`src/rtl/flm_pkg.sv`:
```
// Shared types and constants of the floating literal matcher.
// Used by flm_core, float_literal_matcher and the testbench; depends on nothing else.
`default_nettype none

package flm_pkg;

  // Width of the length counters; the result field is fixed at 8 bits.
  localparam int unsigned LenBits = 8;
  localparam int unsigned MatchW  = 8;
  localparam logic [LenBits-1:0] LenMax = {LenBits{1'b1}};

  // Character codes that take part in the form.
  localparam logic [7:0] ChZero  = 8'h30;
  localparam logic [7:0] ChNine  = 8'h39;
  localparam logic [7:0] ChPoint = 8'h2E;
  localparam logic [7:0] ChLowE  = 8'h65;
  localparam logic [7:0] ChUpE   = 8'h45;
  localparam logic [7:0] ChPlus  = 8'h2B;
  localparam logic [7:0] ChMinus = 8'h2D;

  typedef struct packed {
    logic [7:0] char_code;
    logic       start_req;
    logic       preceded_ok;
    logic       end_of_text;
  } item_t;

  typedef struct packed {
    logic              decided;
    logic [MatchW-1:0] match_len;
  } result_t;

  function automatic logic is_digit(input logic [7:0] c);
    return (c >= ChZero) && (c <= ChNine);
  endfunction

endpackage

`default_nettype wire

```
`src/rtl/flm_core.sv`:
```
// Recognizer state and per-character decision logic.
// Depends on flm_pkg; the state advances once per fired word.
`default_nettype none

module flm_core (
  input  wire logic            clk_i,
  input  wire logic            rst_ni,
  input  wire logic            fire_i,
  input  wire flm_pkg::item_t  item_i,
  output flm_pkg::result_t     result_o
);

  typedef enum logic [2:0] {
    PhIdle  = 3'd0,
    PhInt   = 3'd1,
    PhFrac  = 3'd2,
    PhEmark = 3'd3,
    PhEsign = 3'd4,
    PhEdig  = 3'd5
  } phase_e;

  phase_e                      phase_q, phase_d;
  logic [flm_pkg::LenBits-1:0] run_q, run_d;
  logic [flm_pkg::LenBits-1:0] mant_q, mant_d;

  phase_e                      ph;
  logic [flm_pkg::LenBits-1:0] run, mant, run_b, len;
  logic                        dig, done;

  always_comb begin
    ph      = phase_q;
    run     = run_q;
    mant    = mant_q;
    phase_d = phase_q;
    run_d   = run_q;
    mant_d  = mant_q;
    done    = 1'b0;
    len     = '0;
    dig     = flm_pkg::is_digit(item_i.char_code);

    if (item_i.start_req) begin
      ph   = PhInt;
      run  = '0;
      mant = '0;
    end
    run_b = (run == flm_pkg::LenMax) ? run : run + 1'b1;

    if (item_i.start_req && !item_i.preceded_ok) begin
      done = 1'b1;
    end else begin
      phase_d = ph;
      run_d   = run;
      mant_d  = mant;
      unique case (ph)
        PhInt: begin
          if (dig) begin
            run_d = run_b;
            done  = item_i.end_of_text;
          end else if (item_i.char_code == flm_pkg::ChPoint) begin
            run_d   = run_b;
            phase_d = PhFrac;
            done    = item_i.end_of_text;
            len     = (run_b == {{(flm_pkg::LenBits-1){1'b0}}, 1'b1}) ? '0 : run_b;
          end else begin
            done = 1'b1;
          end
        end
        PhFrac: begin
          if (dig) begin
            run_d = run_b;
            done  = item_i.end_of_text;
            len   = run_b;
          end else if (run == {{(flm_pkg::LenBits-1){1'b0}}, 1'b1}) begin
            // A point with no digits on either side is no literal.
            done = 1'b1;
          end else if (item_i.char_code == flm_pkg::ChLowE ||
                       item_i.char_code == flm_pkg::ChUpE) begin
            mant_d  = run;
            run_d   = run_b;
            phase_d = PhEmark;
            done    = item_i.end_of_text;
            len     = run;
          end else begin
            done = 1'b1;
            len  = run;
          end
        end
        PhEmark, PhEsign: begin
          if (ph == PhEmark && (item_i.char_code == flm_pkg::ChPlus ||
                                item_i.char_code == flm_pkg::ChMinus)) begin
            run_d   = run_b;
            phase_d = PhEsign;
            done    = item_i.end_of_text;
            len     = mant;
          end else if (dig) begin
            run_d   = run_b;
            phase_d = PhEdig;
            done    = item_i.end_of_text;
            len     = run_b;
          end else begin
            // An exponent without digits falls back to the mantissa.
            done = 1'b1;
            len  = mant;
          end
        end
        PhEdig: begin
          if (dig) begin
            run_d = run_b;
            done  = item_i.end_of_text;
            len   = run_b;
          end else begin
            done = 1'b1;
            len  = run;
          end
        end
        default: begin
          phase_d = PhIdle;
          run_d   = '0;
          mant_d  = '0;
        end
      endcase
    end

    if (done) begin
      phase_d = PhIdle;
      run_d   = '0;
      mant_d  = '0;
    end
    result_o.decided   = done;
    result_o.match_len = done ? flm_pkg::MatchW'(len) : '0;
  end

  always_ff @(posedge clk_i or negedge rst_ni) begin
    if (!rst_ni) begin
      phase_q <= PhIdle;
      run_q   <= '0;
      mant_q  <= '0;
    end else if (fire_i) begin
      phase_q <= phase_d;
      run_q   <= run_d;
      mant_q  <= mant_d;
    end
  end

`ifndef NO_ASSERTIONS
  a_decide_goes_idle: assert property (@(posedge clk_i) disable iff (!rst_ni)
    fire_i && result_o.decided |=> phase_q == PhIdle && run_q == '0)
    else $error("state not cleared after a decision");

  a_mant_le_run: assert property (@(posedge clk_i) disable iff (!rst_ni)
    mant_q <= run_q)
    else $error("mantissa length exceeds run length");

  a_idle_zero: assert property (@(posedge clk_i) disable iff (!rst_ni)
    phase_q == PhIdle |-> run_q == '0 && mant_q == '0)
    else $error("counters nonzero while idle");

  a_hold_unfired: assert property (@(posedge clk_i) disable iff (!rst_ni)
    !fire_i |=> $stable(phase_q) && $stable(run_q))
    else $error("state moved without a word");
`endif

endmodule

`default_nettype wire

```
`src/rtl/float_literal_matcher.sv`:
```
// Top level of the floating literal matcher: input and result registers
// around flm_core. Depends on flm_pkg and flm_core.
`default_nettype none

// The matcher takes one text character per word and answers every word with
// one result word carrying decided and match_len. It recognizes decimal
// literals of the form digits, point, digits, then an optional e or E, an
// optional sign and exponent digits; a lone point is rejected and an exponent
// without digits falls back to the mantissa length. A word with start_req set
// begins a new attempt (dropping any attempt in progress), and preceded_ok low
// on that word decides at once with length zero. match_len is zero whenever
// decided is low and saturates at 255. Throughput is one word per clock while
// the result side is not stalled: the recognizer state is a phase register and
// two length counters updated once per character. An accepted character is
// held in the input register, and its result word is registered in the result
// register when it fires; stalls on the result side hold it back. Both sides
// use valid/stall; in_stall_o rises only when both registers hold a word and
// the result side is stalled.

module float_literal_matcher (
  input  wire logic             clk_i,
  input  wire logic             rst_ni,
  input  wire logic             in_valid_i,
  output      logic             in_stall_o,
  input  wire flm_pkg::item_t   in_data_i,
  output      logic             out_valid_o,
  input  wire logic             out_stall_i,
  output      flm_pkg::result_t out_data_o
);

  logic             in_vld_q;
  flm_pkg::item_t   in_item_q;
  logic             out_vld_q;
  flm_pkg::result_t out_res_q;
  flm_pkg::result_t res;
  logic             fire;

  // The held character moves to the result register when that register is
  // empty or its word is being taken in this cycle.
  assign fire       = in_vld_q && (!out_vld_q || !out_stall_i);
  assign in_stall_o = in_vld_q && !fire;

  flm_core u_core (
    .clk_i    (clk_i),
    .rst_ni   (rst_ni),
    .fire_i   (fire),
    .item_i   (in_item_q),
    .result_o (res)
  );

  always_ff @(posedge clk_i or negedge rst_ni) begin
    if (!rst_ni) begin
      in_vld_q  <= 1'b0;
      out_vld_q <= 1'b0;
    end else begin
      if (!in_stall_o) begin
        in_vld_q <= in_valid_i;
      end
      if (fire) begin
        out_vld_q <= 1'b1;
      end else if (!out_stall_i) begin
        out_vld_q <= 1'b0;
      end
    end
  end

  // Payload registers carry no reset.
  always_ff @(posedge clk_i) begin
    if (!in_stall_o && in_valid_i) begin
      in_item_q <= in_data_i;
    end
    if (fire) begin
      out_res_q <= res;
    end
  end

  assign out_valid_o = out_vld_q;
  assign out_data_o  = out_res_q;

`ifndef NO_ASSERTIONS
  a_no_overwrite: assert property (@(posedge clk_i) disable iff (!rst_ni)
    out_vld_q && out_stall_i |=> out_vld_q && $stable(out_res_q))
    else $error("stalled result word was overwritten");

  a_stall_only_full: assert property (@(posedge clk_i) disable iff (!rst_ni)
    in_stall_o |-> in_vld_q && out_vld_q)
    else $error("input stalled with room available");

  a_undecided_zero: assert property (@(posedge clk_i) disable iff (!rst_ni)
    out_vld_q && !out_res_q.decided |-> out_res_q.match_len == '0)
    else $error("length reported without a decision");
`endif

endmodule

`default_nettype wire

```
`config.mk`:
```
export PLATFORM = sky130hd
export DESIGN_NAME = float_literal_matcher
export DESIGN_NICKNAME = d
export VERILOG_FILES = /design/src/rtl/flm_pkg.sv /design/src/rtl/flm_core.sv /design/src/rtl/float_literal_matcher.sv
export SDC_FILE = /design/constraint.sdc
export NUM_CORES = 1
export LEC_CHECK = 0
export BUFFER_PORTS_ARGS = -buffer_cell sky130_fd_sc_hd__buf_2
export CORE_ASPECT_RATIO = 1.75
export CORE_MARGIN = 2
export CORE_UTILIZATION = 47
export CTS_CLUSTER_SIZE = 25
export DETAILED_ROUTE_END_ITERATION = 16
export PLACE_DENSITY_LB_ADDON = 0.12
export SYNTH_ARGS = -nofsm -noshare
export SYNTH_HDL_FRONTEND = slang
export SYNTH_SLANG_ARGS = --single-unit
```
`constraint.sdc`:
```
create_clock -name clk_i -period 3.35 [get_ports clk_i]
set_clock_uncertainty 0.1 [all_clocks]
set_input_delay 0.335 -clock clk_i [delete_from_list [all_inputs] [get_ports clk_i]]
set_output_delay 0.335 -clock clk_i [all_outputs]
set_load 0.02 [all_outputs]
```
==> report_table.html <==
<table>
<tr><th>Metric</th><th>Value</th></tr>
<tr><th colspan="2">Setup path</th></tr>
<tr><td>WP depth</td><td>10</td></tr>
<tr><td>Setup slack of the worst register-to-register path</td><td>0.23 ns</td></tr>
<tr><td>Crit path DAT</td><td>3.27 ns</td></tr>
<tr><td>Sequence of cells on the critical path</td><td>nor2b_1, inv_1, ha_1, nor4b_1, a22oi_1, nand2_4, o221ai_4, nand3_4, o31ai_2, a22o_1</td></tr>
<tr><td>Element type at the critical path start</td><td>flip-flop</td></tr>
<tr><td>Maximum fanout count along the critical path</td><td>8</td></tr>
<tr><td>Nature of the critical path endpoint</td><td>flip-flop</td></tr>
<tr><td>Depth of the worst register-to-register path</td><td>10</td></tr>
<tr><td>Launching point of the worst reg2reg path</td><td>in_item_q[2]</td></tr>
<tr><td>Class of the most critical setup path</td><td>reg -&gt; reg</td></tr>
<tr><td>Delay of the slowest cell on the worst path</td><td>0.66 ns</td></tr>
<tr><td>Top Family by Delay on Critical Path</td><td>compound AO/OA/AOI/OAI gates</td></tr>
<tr><td>Worst reg2reg endpoint</td><td>u_core.mant_q[3]</td></tr>
<tr><td>Sum of buffers and inverters on the critical path</td><td>1</td></tr>
<tr><td>Required time of the worst setup path</td><td>3.50 ns</td></tr>
<tr><td>Critical-path top delay cell</td><td>sky130_fd_sc_hd__o31ai_2</td></tr>
<tr><th colspan="2">Synth</th></tr>
<tr><td>Yosys reg bits</td><td>41</td></tr>
<tr><td>Combined area of all synthesized cells</td><td>2840 sq um</td></tr>
<tr><td>Post-synthesis net count</td><td>338</td></tr>
<tr><td>Most common flop cell mapped by yosys</td><td>sky130_fd_sc_hd__dfrtp_1</td></tr>
<tr><td>Async set-reset flop share out of synthesis</td><td>51.2%</td></tr>
<tr><td>Seq/Total Area, Yosys</td><td>39.7%</td></tr>
<tr><td>Number of warnings printed during yosys synthesis</td><td>0</td></tr>
<tr><td>Number of flops mapped to enable cells by yosys</td><td>20</td></tr>
<tr><td>Post-synthesis average cell area</td><td>8.83 sq um</td></tr>
<tr><td>Number of cells produced by synthesis</td><td>321</td></tr>
<tr><td>Cell variety after synth</td><td>69</td></tr>
<tr><th colspan="2">Die</th></tr>
<tr><td>DIE WIDTH</td><td>62.7 um</td></tr>
<tr><td>I/O pin total</td><td>26</td></tr>
<tr><td>Cell Rows</td><td>37</td></tr>
<tr><td>Die Y</td><td>107 um</td></tr>
<tr><td>Initial standard-cell utilization of the core</td><td>48.6%</td></tr>
<tr><td>Placeable core region</td><td>5830 sq um</td></tr>
<tr><td>Die area</td><td>6690 sq um</td></tr>
<tr><th colspan="2">Timing</th></tr>
<tr><td>Final TNS setup</td><td>0 ns</td></tr>
<tr><td>Transition time at the pin with the least slew margin</td><td>0.724 ns</td></tr>
<tr><td>Highest attainable clock frequency</td><td>0.320 GHz</td></tr>
<tr><td>Unrepaired setup endpoints after global routing</td><td>false</td></tr>
<tr><td>Hold violation count in the final report</td><td>0</td></tr>
<tr><td>Worst slew margin relative to its limit</td><td>51.4%</td></tr>
<tr><td>Total setup violations reported at the end of the flow</td><td>0</td></tr>
<tr><td>Final count of pins violating max slew</td><td>0</td></tr>
<tr><td>Final period util</td><td>93.3%</td></tr>
<tr><td>Clock period minus worst slack</td><td>3.12 ns</td></tr>
<tr><th colspan="2">Drt</th></tr>
<tr><td>Overall via count from detail_route</td><td>2774</td></tr>
<tr><td>Ratio of routed vias to standard cells</td><td>6.48</td></tr>
<tr><td>Post-DRT Antenna Nets</td><td>0</td></tr>
<tr><td>Routed wire length per instance</td><td>21.8 um</td></tr>
<tr><td>Count of unresolved DRC violations after routing</td><td>0</td></tr>
<tr><td>WL final</td><td>9.31 mm</td></tr>
<tr><td>Number of detailed-route iterations in the first pass</td><td>6</td></tr>
<tr><td>Iteration-0 DRC count of the detailed router</td><td>237</td></tr>
<tr><th colspan="2">Clock network</th></tr>
<tr><td>Cts bufs inserted</td><td>5</td></tr>
<tr><td>CTS H-tree depth</td><td>2</td></tr>
<tr><td>Clock tree sinks</td><td>41</td></tr>
<tr><td>Clock tree from TritonCTS</td><td>done</td></tr>
<tr><td>Setup Fix Bufs, Post-CTS</td><td>0</td></tr>
<tr><td>CTS Buffer Depth</td><td>2</td></tr>
<tr><td>Clock latency on the worst-skew pair</td><td>0.31 ns</td></tr>
<tr><td>CTS clock-pin slew for the worst setup and hold paths</td><td>0.09 ns</td></tr>
<tr><td>Cell chosen for the clock root</td><td>sky130_fd_sc_hd__clkbuf_8</td></tr>
<tr><th colspan="2">Hold path</th></tr>
<tr><td>Depth of the worst hold-timing path</td><td>1</td></tr>
<tr><td>Hold Startpoint</td><td>in_data_i[10]</td></tr>
<tr><td>Endpoint of the worst hold-timing path</td><td>in_item_q[10]</td></tr>
<tr><td>Hold Path Class</td><td>in -&gt; reg</td></tr>
<tr><th colspan="2">Global routing</th></tr>
<tr><td>Global-route wire length before repair</td><td>14.6 mm</td></tr>
<tr><td>Initial antenna violation count</td><td>0</td></tr>
<tr><td>Number of global-route vias before repair</td><td>2761</td></tr>
<tr><td>Total global routing overflow</td><td>0</td></tr>
<tr><td>Total routing usage reported by global routing</td><td>29.3%</td></tr>
<tr><td>Maximum number of pins on one net before global-route repair</td><td>25</td></tr>
<tr><th colspan="2">Placement</th></tr>
<tr><td>Post-placement cell count</td><td>419</td></tr>
<tr><td>Detailed Place HPWL</td><td>6.88 mm</td></tr>
<tr><td>GP Congestion</td><td>1.09</td></tr>
<tr><td>Number of port buffers</td><td>25</td></tr>
<tr><th colspan="2">Pwr</th></tr>
<tr><td>Leak pwr</td><td>0.00123 uW</td></tr>
<tr><td>Worst voltage drop across the vdd grid</td><td>0.339 mV</td></tr>
<tr><td>PD cells</td><td>356 nW/um^2</td></tr>
<tr><th colspan="2">Final layout</th></tr>
<tr><td>Commonest non-fill, non-tap cell in the layout</td><td>sky130_fd_sc_hd__nand2_1</td></tr>
<tr><td>Ant. Diodes</td><td>0</td></tr>
<tr><td>Fraction of layout cells with a size suffix above 1</td><td>18.0%</td></tr>
<tr><td>Final #Nets</td><td>366</td></tr>
<tr><td>Synth-to-layout area growth</td><td>13.4%</td></tr>
<tr><td>Highest-count cells in the layout ignoring fill and taps</td><td>sky130_fd_sc_hd__nand2_1 (50), sky130_fd_sc_hd__a21oi_1 (27), sky130_fd_sc_hd__buf_2 (25)</td></tr>
<tr><td>Non-filler instance count after layout</td><td>428</td></tr>
<tr><th colspan="2">Outcome</th></tr>
<tr><td>Outcome</td><td>finished clean</td></tr>
<tr><th colspan="2">Run</th></tr>
<tr><td>Number of maximum-capacitance constraint violations</td><td>0</td></tr>
</table>
-- timing repair --
action	CTS	global route
hold buffers	1	0
endpoints found under the hold margin	21	0
gates resized for setup	0	1
setup endpoints to repair	0	3
-- cell families (layout without fill, tap and decap cells) --
kind of cell / count (synthesis) / after routing / share of synthesized area (%)
AO/OA/AOI/OAI: 111 / 111 / 27.8
XOR/XNOR: 4 / 4 / 1.24
adder cells (fa/ha/maj): 2 / 2 / 0.882
buffers and inverters: 23 / 52 / 3.35
flip-flops: 41 / 41 / 39.7
multiplexers: 4 / 4 / 1.41
AND/OR/NAND/NOR: 136 / 136 / 25.6
-- area by class of cell --
type                            count  area (sq um)
Sequential cell                    41          1130
Multi-Input combinational cell    257          1620
Clock inverter                      2          35.0
Inverter                            7          26.3
Clock buffer                        6          93.8
Tap cell                           78          97.6
Fill cell                         542          2620
Timing Repair Buffer               37           218
-- where the power goes --
part | internal, uW | switching (uW)
clock | 266 | 189
sequential | 550 | 14.3
combinational | 37.6 | 89.0
total | 854 | 292
-- flip-flops by register name, indices dropped and copies added (netlist names) --
name and flops:
u_core.run_q 8, in_vld_q 1, out_data_o 9, out_valid_o 1, u_core.phase_q 3, in_item_q 11
u_core.mant_q 8
-- cells in the mapped netlist, types with 2 or more instances --
cell type / number / area [sq um]
sky130_fd_sc_hd__nand3_1: 7 / 35.0
sky130_fd_sc_hd__clkbuf_1: 13 / 48.8
sky130_fd_sc_hd__o21ai_0: 16 / 80.1
sky130_fd_sc_hd__o22a_1: 4 / 35.0
sky130_fd_sc_hd__and2_1: 2 / 12.5
sky130_fd_sc_hd__o21a_1: 2 / 15.0
sky130_fd_sc_hd__a21o_1: 2 / 15.0
sky130_fd_sc_hd__a2bb2oi_1: 3 / 26.3
sky130_fd_sc_hd__o21ai_2: 4 / 35.0
sky130_fd_sc_hd__mux2i_1: 4 / 40.0
sky130_fd_sc_hd__or3_1: 3 / 18.8
sky130_fd_sc_hd__xor2_1: 2 / 17.5
sky130_fd_sc_hd__ha_1: 2 / 25.0
sky130_fd_sc_hd__a22oi_1: 2 / 15.0
sky130_fd_sc_hd__nor2b_1: 10 / 62.6
sky130_fd_sc_hd__xnor2_1: 2 / 17.5
sky130_fd_sc_hd__a221oi_1: 2 / 17.5
sky130_fd_sc_hd__nand2b_1: 8 / 50.1
sky130_fd_sc_hd__a32oi_1: 2 / 17.5
sky130_fd_sc_hd__nor2_1: 24 / 90.1
sky130_fd_sc_hd__nand4_1: 2 / 12.5
sky130_fd_sc_hd__a211o_1: 3 / 26.3
sky130_fd_sc_hd__o221ai_1: 2 / 17.5
sky130_fd_sc_hd__nor4_1: 2 / 12.5
sky130_fd_sc_hd__o21ai_1: 3 / 15.0
sky130_fd_sc_hd__a21oi_1: 27 / 135
sky130_fd_sc_hd__nor3b_1: 3 / 22.5
sky130_fd_sc_hd__edfxtp_1: 20 / 601
sky130_fd_sc_hd__a22oi_2: 2 / 25.0
sky130_fd_sc_hd__nor3_1: 8 / 40.0
sky130_fd_sc_hd__and3_1: 2 / 12.5
sky130_fd_sc_hd__nand2_1: 50 / 188
sky130_fd_sc_hd__o31ai_1: 4 / 30.0
sky130_fd_sc_hd__a22o_1: 7 / 61.3
sky130_fd_sc_hd__dfrtp_1: 21 / 526
sky130_fd_sc_hd__a31oi_1: 4 / 25.0
sky130_fd_sc_hd__inv_1: 6 / 22.5
sky130_fd_sc_hd__a211oi_1: 6 / 45.0
sky130_fd_sc_hd__a311oi_1: 2 / 17.5
sky130_fd_sc_hd__o22ai_1: 4 / 25.0
-- worst max path at each step --
stage,from,endpoint,slack [ns]
after floorplan,in_item_q[2],u_core.run_q[4],0.24
after global placement,in_item_q[2],u_core.run_q[6],0.31
after global routing,in_item_q[2],u_core.mant_q[5],0.007
final,in_item_q[2],u_core.mant_q[3],0.23
after CTS,in_item_q[2],u_core.run_q[4],0.20
after detailed placement,in_item_q[2],u_core.run_q[4],0.22
-- per-stage QoR --
stage | utilization [%] | power, uW | hold WS (ns) | worst slack, ns | instance area [sq um]
2_1_floorplan | - | 651 | -0.0606 | 0.239 | 2840
3_3_place_gp | 52.7 | 697 | 0.252 | 0.312 | 3070
3_5_place_dp | 52.7 | 698 | 0.254 | 0.218 | 3070
4_1_cts | 55.0 | 1150 | 0.0997 | 0.200 | 3210
5_1_grt | 55.1 | 1180 | 0.0907 | 0.00663 | 3220
6_report | 55.1 | 1150 | 0.101 | 0.225 | 3220
-- layer usage --
| metal | vias up | share of wire [%] | global-route usage, % | wire length (um) |
|---|---|---|---|---|
| li1 | 1264 | - | - | - |
| met1 | 1321 | 36 | 30.2 | 3320 |
| met2 | 141 | 52 | 52.7 | 4870 |
| met3 | 48 | 5.6 | 4.72 | 522 |
| met4 | 0 | 6.5 | 21.7 | 601 |
| met5 | - | 0 | 0 | 0 |
-- worst reg2reg max path: stages, from the launching register on --
cell                       delay [ns]
sky130_fd_sc_hd__edfxtp_1        0.50
sky130_fd_sc_hd__nor2b_1         0.26
sky130_fd_sc_hd__inv_1           0.11
sky130_fd_sc_hd__ha_1            0.20
sky130_fd_sc_hd__nor4b_1         0.15
sky130_fd_sc_hd__a22oi_1         0.33
sky130_fd_sc_hd__nand2_4         0.16
sky130_fd_sc_hd__o221ai_4        0.20
sky130_fd_sc_hd__nand3_4         0.15
sky130_fd_sc_hd__o31ai_2         0.66
sky130_fd_sc_hd__a22o_1          0.25
No activity file was read; power rests on OpenSTA's default activity.
